===== config.mk =====
export PLATFORM = sky130hd
export DESIGN_NAME = ifl_seq
export DESIGN_NICKNAME = d
export VERILOG_FILES = /design/src/sv/ifl_pkg.sv /design/src/sv/ifl_seq.sv
export VERILOG_INCLUDE_DIRS = /design/src /design/src/sv
export SDC_FILE = /design/constraint.sdc
export NUM_CORES = 1
export LEC_CHECK = 0
export BUFFER_PORTS_ARGS = -buffer_cell sky130_fd_sc_hd__buf_2
export CAP_MARGIN = 0
export CORE_MARGIN = 1
export CORE_UTILIZATION = 53
export DETAILED_ROUTE_END_ITERATION = 16
export PLACE_DENSITY = 0.84
export SYNTH_ARGS = -nofsm -noshare
export SYNTH_HDL_FRONTEND = slang
export SYNTH_SLANG_ARGS = --single-unit

===== constraint.sdc =====
create_clock -name clk -period 5.9 [get_ports clk]
set_clock_uncertainty 0.05 [all_clocks]
set_input_delay 0 -clock clk [delete_from_list [all_inputs] [get_ports clk]]
set_output_delay 0 -clock clk [all_outputs]
set_load 0.01 [all_outputs]

===== src/sv/inode_free_list_table_top_assert.svh =====
// Assertion macros shared by the inode free list table RTL.
`ifndef INODE_FREE_LIST_TABLE_TOP_ASSERT_SVH
`define INODE_FREE_LIST_TABLE_TOP_ASSERT_SVH

// Same-cycle implication, sampled on clk and disabled during rst.
`define IFL_ASSERT_IMPL(name, ante, cons, msg) \
  name: assert property (@(posedge clk) disable iff (rst) (ante) |-> (cons)) else $error(msg);

// Next-cycle implication, sampled on clk and disabled during rst.
`define IFL_ASSERT_NEXT(name, ante, cons, msg) \
  name: assert property (@(posedge clk) disable iff (rst) (ante) |=> (cons)) else $error(msg);

`endif


===== src/sv/ifl_pkg.sv =====
// Shared constants, control word and flag types of the inode free list table.
package ifl_pkg;

  localparam int INODE_ENTRIES = 1024;
  localparam int BLOCK_PTRS = 8;
  localparam int WORDS_PER_ENTRY = 2 + BLOCK_PTRS;
  localparam int MEM_DEPTH = INODE_ENTRIES * WORDS_PER_ENTRY;
  localparam int ADDR_W = $clog2(MEM_DEPTH);
  localparam int WORD_W = $clog2(WORDS_PER_ENTRY);
  localparam int CNT_W = (BLOCK_PTRS > 1) ? $clog2(BLOCK_PTRS) : 1;
  localparam int IDX_W = 10;
  localparam int WIDX_W = 4;
  localparam int HEAD_W = 11;
  localparam int DATA_W = 32;
  localparam int ATYPE_W = 16;
  localparam int CFG_W = 16;
  localparam int CFG_IDX_W = 2;
  localparam int HEAD_REACH = 1024;
  localparam int BOUND_CAP = (INODE_ENTRIES > 2047) ? 2047 : INODE_ENTRIES;

  typedef enum logic [1:0] {
    REQ_READ  = 2'd0,
    REQ_WRITE = 2'd1,
    REQ_ALLOC = 2'd2,
    REQ_FREE  = 2'd3
  } req_t;

  typedef enum logic [1:0] {
    ST_OK        = 2'd0,
    ST_BAD_INDEX = 2'd1,
    ST_NO_FREE   = 2'd2
  } status_t;

  typedef logic [4:0] step_t;

  localparam step_t S_IDLE     = 5'd0;
  localparam step_t S_RD_CHK   = 5'd1;
  localparam step_t S_RD_GO    = 5'd2;
  localparam step_t S_RD_OUT   = 5'd3;
  localparam step_t S_WR_CHK   = 5'd4;
  localparam step_t S_WR_DO    = 5'd5;
  localparam step_t S_AL_CHK   = 5'd6;
  localparam step_t S_AL_RD    = 5'd7;
  localparam step_t S_AL_LINK  = 5'd8;
  localparam step_t S_AL_TYPE  = 5'd9;
  localparam step_t S_AL_PTR   = 5'd10;
  localparam step_t S_AL_POP   = 5'd11;
  localparam step_t S_FR_CHK   = 5'd12;
  localparam step_t S_FR_TYPE  = 5'd13;
  localparam step_t S_FR_SIZE  = 5'd14;
  localparam step_t S_FR_LINK  = 5'd15;
  localparam step_t S_ERR_IDX  = 5'd16;
  localparam step_t S_ERR_LIST = 5'd17;

  typedef enum logic [2:0] {
    J_NONE     = 3'd0,
    J_ALWAYS   = 3'd1,
    J_DISPATCH = 3'd2,
    J_BAD_IDX  = 3'd3,
    J_BAD_FIDX = 3'd4,
    J_BAD_HEAD = 3'd5,
    J_BAD_LINK = 3'd6,
    J_CNT_MORE = 3'd7
  } jmp_t;

  typedef enum logic {
    E_REQ  = 1'b0,
    E_HEAD = 1'b1
  } ent_t;

  typedef enum logic [2:0] {
    W_REQ  = 3'd0,
    W_TYPE = 3'd1,
    W_SIZE = 3'd2,
    W_PTR0 = 3'd3,
    W_PTRK = 3'd4
  } wsel_t;

  typedef enum logic [2:0] {
    D_VALUE = 3'd0,
    D_ATYPE = 3'd1,
    D_FTYPE = 3'd2,
    D_ZERO  = 3'd3,
    D_HEAD  = 3'd4,
    D_ONES  = 3'd5
  } wd_t;

  typedef enum logic [2:0] {
    ACT_NONE      = 3'd0,
    ACT_CNT_CLR   = 3'd1,
    ACT_CNT_INC   = 3'd2,
    ACT_LINK      = 3'd3,
    ACT_HEAD_LINK = 3'd4,
    ACT_HEAD_IDX  = 3'd5
  } act_t;

  typedef enum logic [1:0] {
    F_NONE     = 2'd0,
    F_OK       = 2'd1,
    F_ERR_IDX  = 2'd2,
    F_ERR_LIST = 2'd3
  } fin_t;

  typedef struct packed {
    jmp_t  jmp;
    step_t tgt;
    logic  mem_rd;
    logic  mem_wr;
    ent_t  ent;
    wsel_t wsel;
    wd_t   wd;
    act_t  act;
    fin_t  fin;
    logic  out_rd;
    logic  out_alloc;
    logic  en;
  } ctl_t;

  typedef struct packed {
    logic bad_idx;
    logic bad_fidx;
    logic bad_head;
    logic bad_link;
    logic cnt_more;
  } flags_t;

endpackage


===== src/sv/ifl_seq.sv =====
// Microcode sequencer: step counter, control store and jump logic.
`include "inode_free_list_table_top_assert.svh"

module ifl_seq (
  input  logic            clk,
  input  logic            rst,
  input  logic            start,
  input  ifl_pkg::req_t   req,
  input  logic            out_free,
  input  ifl_pkg::flags_t flags,
  output ifl_pkg::ctl_t   ctl,
  output logic            idle
);
  import ifl_pkg::*;

  function automatic ctl_t ucode(step_t s);
    ctl_t c;
    c = '0;
    case (s)
      S_IDLE: begin
        c.jmp = J_DISPATCH;
      end
      S_RD_CHK: begin
        c.jmp = J_BAD_IDX;
        c.tgt = S_ERR_IDX;
      end
      S_RD_GO: begin
        c.mem_rd = 1'b1;
        c.ent = E_REQ;
        c.wsel = W_REQ;
      end
      S_RD_OUT: begin
        c.fin = F_OK;
        c.out_rd = 1'b1;
      end
      S_WR_CHK: begin
        c.jmp = J_BAD_IDX;
        c.tgt = S_ERR_IDX;
      end
      S_WR_DO: begin
        c.mem_wr = 1'b1;
        c.ent = E_REQ;
        c.wsel = W_REQ;
        c.wd = D_VALUE;
        c.fin = F_OK;
      end
      S_AL_CHK: begin
        c.jmp = J_BAD_HEAD;
        c.tgt = S_ERR_LIST;
      end
      S_AL_RD: begin
        c.mem_rd = 1'b1;
        c.ent = E_HEAD;
        c.wsel = W_PTR0;
      end
      S_AL_LINK: begin
        c.jmp = J_BAD_LINK;
        c.tgt = S_ERR_LIST;
        c.act = ACT_LINK;
      end
      S_AL_TYPE: begin
        c.mem_wr = 1'b1;
        c.ent = E_HEAD;
        c.wsel = W_TYPE;
        c.wd = D_ATYPE;
        c.act = ACT_CNT_CLR;
      end
      S_AL_PTR: begin
        c.jmp = J_CNT_MORE;
        c.tgt = S_AL_PTR;
        c.mem_wr = 1'b1;
        c.ent = E_HEAD;
        c.wsel = W_PTRK;
        c.wd = D_ONES;
        c.act = ACT_CNT_INC;
      end
      S_AL_POP: begin
        c.act = ACT_HEAD_LINK;
        c.fin = F_OK;
        c.out_alloc = 1'b1;
      end
      S_FR_CHK: begin
        c.jmp = J_BAD_FIDX;
        c.tgt = S_ERR_IDX;
      end
      S_FR_TYPE: begin
        c.mem_wr = 1'b1;
        c.ent = E_REQ;
        c.wsel = W_TYPE;
        c.wd = D_FTYPE;
      end
      S_FR_SIZE: begin
        c.mem_wr = 1'b1;
        c.ent = E_REQ;
        c.wsel = W_SIZE;
        c.wd = D_ZERO;
      end
      S_FR_LINK: begin
        c.mem_wr = 1'b1;
        c.ent = E_REQ;
        c.wsel = W_PTR0;
        c.wd = D_HEAD;
        c.act = ACT_HEAD_IDX;
        c.fin = F_OK;
      end
      S_ERR_IDX: begin
        c.fin = F_ERR_IDX;
      end
      S_ERR_LIST: begin
        c.fin = F_ERR_LIST;
      end
      default: begin
        c.jmp = J_ALWAYS;
        c.tgt = S_IDLE;
      end
    endcase
    return c;
  endfunction

  function automatic step_t entry(req_t r);
    step_t s;
    unique case (r)
      REQ_READ:  s = S_RD_CHK;
      REQ_WRITE: s = S_WR_CHK;
      REQ_ALLOC: s = S_AL_CHK;
      REQ_FREE:  s = S_FR_CHK;
      default:   s = S_IDLE;
    endcase
    return s;
  endfunction

  step_t pc;
  step_t pc_next;
  ctl_t  word;
  logic  taken;
  logic  hold;

  always_comb begin
    word = ucode(pc);
    hold = (word.fin != F_NONE) && !out_free;
    unique case (word.jmp)
      J_NONE:     taken = 1'b0;
      J_ALWAYS:   taken = 1'b1;
      J_DISPATCH: taken = start;
      J_BAD_IDX:  taken = flags.bad_idx;
      J_BAD_FIDX: taken = flags.bad_fidx;
      J_BAD_HEAD: taken = flags.bad_head;
      J_BAD_LINK: taken = flags.bad_link;
      J_CNT_MORE: taken = flags.cnt_more;
      default:    taken = 1'b0;
    endcase
    if (hold) begin
      pc_next = pc;
    end else if (word.fin != F_NONE) begin
      pc_next = S_IDLE;
    end else if (word.jmp == J_DISPATCH) begin
      pc_next = taken ? entry(req) : S_IDLE;
    end else if (taken) begin
      pc_next = word.tgt;
    end else begin
      pc_next = pc + 5'd1;
    end
    ctl = word;
    ctl.en = !hold;
  end

  always_ff @(posedge clk) begin
    if (rst) begin
      pc <= S_IDLE;
    end else begin
      pc <= pc_next;
    end
  end

  assign idle = (pc == S_IDLE);

  `IFL_ASSERT_NEXT(a_dispatch_entry, start && idle, pc == S_RD_CHK || pc == S_WR_CHK || pc == S_AL_CHK || pc == S_FR_CHK, "Dispatch did not land on a request entry step.")
  `IFL_ASSERT_NEXT(a_hold_step, hold, $stable(pc), "Step counter moved while the result was held.")

endmodule


; ---- After elaboration in Yosys (flattened, before gate mapping)
; Cells that the tools add are included.
[word_totals]
ram_bits = 0
n_memories = 0
rom_bits = 0
elab_cells = 59
latch_bits = 0
input_bits = 11
out_inout_bits = 26
register_bits = 5
[op_classes]
magnitude_cmp = 0
n_reduce_logical = 14
shift = 0
eq_ne = 27
n_bitwise = 0
mux = 16
mul = 0
addsub = 1
div_mod_pow = 0
[ops]
columns = cell, count
row1 = $eq A5 B4 Y1 const B, 8
row2 = $pmux W3 S5, 2
row3 = $pmux W4 S6, 1
row4 = $pmux W3 S7, 1
row5 = $eq A5 B3 Y1 const B, 4
row6 = $mux W5, 4
row7 = $pmux W5 S4, 1
row8 = $pmux W5 S3, 1
row9 = $eq A3 B3 Y1 const B, 4
row10 = $reduce_or A11 Y1, 1
row11 = $eq A5 B2 Y1 const B, 2
row12 = $eq A5 B5 Y1 const B, 2
row13 = $pmux W1 S8, 1
row14 = $eq A3 B2 Y1 const B, 2
row15 = $pmux W2 S3, 1
row16 = $reduce_or A2 Y1, 3
row17 = $reduce_or A6 Y1, 1
row18 = $add A5 B1 Y5 const B, 1
row19 = $eq A5 B1 Y1 const B, 1
row20 = $logic_not A5 Y1, 1
row21 = $eq A2 B2 Y1 const B, 2
row22 = $mux W1, 4
row23 = $reduce_or A4 Y1, 1
row24 = $eq A3 B1 Y1 const B, 1
row25 = other kinds (7), 8

; ---- Longest topological paths before layout
[depth]
depth_word = 8
depth_mapped = 12
depth_no_buf = 9

; ---- Worst setup path after synthesis
; OpenSTA, ideal clock, no wires.
[synth_timing]
path_kind = register -> register
startpoint = register pc[3]
endpoint = register pc[2]
setup_time_ns = 0.058
period_less_slack_ns = 2.638
required_ns = 5.792
stages_incl_launch_ff = 12
n_path_buf = 5
arrival_ns = 2.531
slack_ns = 3.262
cell_sequence = dfxtp_1 -> buf_6 -> clkbuf_1 -> clkbuf_1 -> and3_1 -> ha_1 -> buf_1 -> or4_1 -> clkbuf_1 -> or3b_1 -> mux2i_1 -> a21o_1
[synth_via]
elab_chain_cells = 8
word_cells_on_any_way = 38
classes_between = 24 x eq/ne / 7 x mux / 7 x reduce/logical
[synth_lines]
columns = item, line_no
row1 = from (decl), ifl_seq.sv:132  ; step_t pc;
row2 = from (signal assigned), ifl_seq.sv:171  ; pc <= pc_next;
row3 = $eq A5 B5 Y1 (tied with other cells), ifl_seq.sv:19  ; case (s)
row4 = $reduce_or A11 Y1 (no line) / $reduce_or A2 Y1 (equally long branches), --
row5 = $pmux W3 S7, ifl_seq.sv:19
row6 = $eq A3 B3 Y1 (tied with other cells), ifl_seq.sv:141  ; unique case (word.jmp)
row7 = $pmux W1 S8, ifl_seq.sv:141
row8 = "$mux W5, on equally long branches", "ifl_seq.sv:158, ifl_seq.sv:157"
row9 = $mux W5, ifl_seq.sv:156  ; end else if (word.jmp == J_DISPATCH) begin
row10 = $mux W5, ifl_seq.sv:154  ; end else if (word.fin != F_NONE) begin
; Parallel ways exist; a longest one is shown, timed or not.
; A chain may end at the register's enable or synchronous reset.

; ---- Worst setup path after layout
[layout_timing]
startpoint = register pc[4]
endpoint = register pc[3]
; The elaborated chain is that of the path after synthesis.

==> impl_results.md <==
* Synthesized area at about 0.0010 mm²
* Most frequent cells after synthesis: nor2_1 (16), nand2_1 (15), a21oi_1 (8), o21ai_0 (7), nand3_1 (6)
* Seq/Total Area, Yosys at 9.55%
* GR met1 Demand/Resource at between 30% and 40%
* Count of final setup violators at 0
* Share of flip-flops with an asynchronous set or reset at 0%
* Via Count at between 1000 and 1500
* Syn nets at 164
* Top-count cell post-synth: nor2_1
* # Post-CTS Setup Buffers at 0
* Initial DRC Count at 32
* Hold crit path type: in2reg
* Clock tree root driver cell: clkbuf_4
* Pre-antenna DRT Iters at 4
* Synth area leader: dfxtp_1
* Die span in x at roughly 46 µm
* Setup ws final at roughly 3.2 ns
* Core ar. at ~0.0018 mm²
* Resize count post-CTS at 0
* Power consumption at about 640 µW
* Clk slew on worst S/H paths at about 0.040 ns
* Grt ovf at 0
* Critical Path Max Stage Delay at around 0.78 ns
* IO Pins at 37
* Placed cell area at approximately 0.0012 mm²
* IO buf count at 35
* Gate Count Post-Synth at between 100 and 150
* CP max stage cell: dfxtp_1
* LEAKAGE at between 0.6 and 0.7 nW
* Yosys reg bits at 5
* Critical-path cell list: inv_2 -> ha_1 -> or4_1 -> nor3_1 -> o21a_1 -> nand3_1 -> nand3_1
* CTS tree: yes
* Critical Path AT at ~2.9 ns
* Status: complete, no violations
* Final Critical Period at 2.75 ns
* Post-synthesis adder-cell area fraction at under 10%
* Crit Path Category: reg2reg
* Max-slew headroom at between 30% and 40%
* Tot GR Track Use at 26.5%
* Clock sink total at 5
* Min Hold Slack at approximately 0.063 ns
* Residual DRC at 0
* Initial antenna violation count at 0
* Layout area overhead at 13.6%
* Worst path required time at between 6 and 7 ns
* Peak supply drop at ~0.00024 V
* Slew of the pin with the lowest slew margin at roughly 1 ns
* RSZ-0062 raised after global routing: false
* TNS Setup at 0 ns
* Most frequent cell on the critical path: nand3_1
* First-pass GRT wire length at around 4200 µm
* Mux contribution to synthesized area at roughly 1.9%
* Largest net degree at the start of global routing at 30
* Number of buffers created by CTS at 3
* Final Cell Area at between 0.001 and 0.0015 mm²
* Row count at 15
* MaxCap Viol Count at 0
* Max-slew violations at 0
* N_diodes at 0
* Clock Path Buffers at 2
* Ys Warns at 0
* Layout Cells excl Fill at roughly 200
* Compound-Gate Fraction of Synth Area at 32.0%
* Synth Flop Type: dfxtp_1
* Maximum fanout along the worst path at 18
* Fraction of layout cells with a size suffix above 1 at 31.4%
* Hpwl dp at between 2000 and 2500 µm
* Largest family of logic cells by synthesized area: simple AND/OR/NAND/NOR gates
* Max reg flops at 5
* Worst hold start: rst
* Count of hold-fix buffers inserted at cts at 0
* Nets@finish at ~190
* Crit share post-route at 46.5%
* Die area at ~0.0022 mm²
* Routability cong. at just under 1
* Synth top area share at 9.55%
* M2 GR Usage at about 44%
* Synth cell types at between 50 and 60
* Worst Setup SP: pc[4]
* Max Fclk at 364 MHz
* Final WL at about 2700 µm
* Cells after DPL at ~190
* Top reg by flops: pc
* EDFF count, synth at 0
* Post-layout util at between 60% and 70%
* Starting density of the core at between 50 and 60%
* Post-route ant nets at 0
* PwrDens at 534 mW/mm²
* Via density at between 5 and 6
* Synth top area cells: dfxtp_1 (9.5%), ha_1 (6.0%), nor2_1 (5.7%), nand2_1 (5.4%), a21oi_1 (3.8%)
* Post-Synth Simple-Gate Area at slightly below 40%
* H-tree depth at 1
* Die height at 46.5 µm
* FILL cells at 162
* Post-Synth XOR/XNOR Area at less than 1%
* Pre-CTS setup slack at around 3.2 ns
* Worst-skew pair later-pin latency at 0.24 ns
* Number of global-route vias before repair at about 1000
* DR WL/cell at between 10 and 15 µm
* Worst r2r src: pc[4]
* Crit. End Element: flop
* Largest regs: pc (5)
* Final hold vios at 0
* Met3 Use GR at under 10%
* Syn_area_per_cell at approximately 7.1 µm²
* Startpoint types: flop
* Gr busiest metal: met2
layout by cell type (no fill, tap or decap), drive strengths merged, types with 2 or more instances in the layout:
master	count
a211o	2
a21o	3
a21oi	8
and3	4
buf	35
clkbuf	4
dfxtp	5
ha	5
inv	6
mux2i	2
nand2	15
nand2b	3
nand3	6
nand3b	4
nor2	17
nor2b	5
nor3	2
nor3b	3
nor4	3
o211ai	4
o21a	2
o21ai	8
o21bai	3
o31ai	3
or2	4
or3b	2
worst paths after layout:
path                            cells past startpoint  slack [ns]  endpoint
worst max-delay path                                7        3.15     pc[3]
worst min-delay path                                4        0.06     pc[1]
worst max register to register                      7        3.15     pc[3]
worst min register to register                      2        0.46     pc[1]
cells by family after synthesis:
group / after synthesis
multiplexers: 2
flip-flops: 5
XOR/XNOR: 1
buffers and inverters: 21
adder cells (fa/ha/maj): 5
AO/OA/AOI/OAI: 41
other: 1
AND/OR/NAND/NOR: 72
critical path, delay by kind of cell, from the launching register on:
| family | cells | cell delay [ns] |
|---|---|---|
| and+or+nand+nor | 4 | 1.17 |
| DFF | 1 | 0.78 |
| AOI/OAI and AO/OA | 1 | 0.21 |
| adders and majority gates | 1 | 0.35 |
| buffers and inverters | 1 | 0.13 |
per-layer routing:
metal / share of wire, % / up-vias
li1: - / 570
met1: 45 / 528
met2: 48 / 52
met3: 5.7 / 4
met4: 0.85 / 0
met5: 0 / -
cell type report:
| cell class | instances | area (µm²) | share of cell area (%) |
|---|---|---|---|
| Multi-Input combinational cell | 122 | 836 | 70.2 |
| Timing Repair Buffer | 35 | 175 | 14.7 |
| Inverter | 6 | 22.5 | 1.89 |
| Clock buffer | 4 | 26.3 | 2.21 |
| Sequential cell | 5 | 100 | 8.40 |
| Tap cell | 25 | 31.3 | 2.63 |
where the power goes:
part	switching, mW	internal [mW]	leakage (nW)
Sequential	0.0614	0.0471	0.0410
Combinational	0.277	0.212	0.560
Clock	0.0134	0.0255	0.0150
Total	0.351	0.285	0.616
Power figures use the tool's default switching activity.
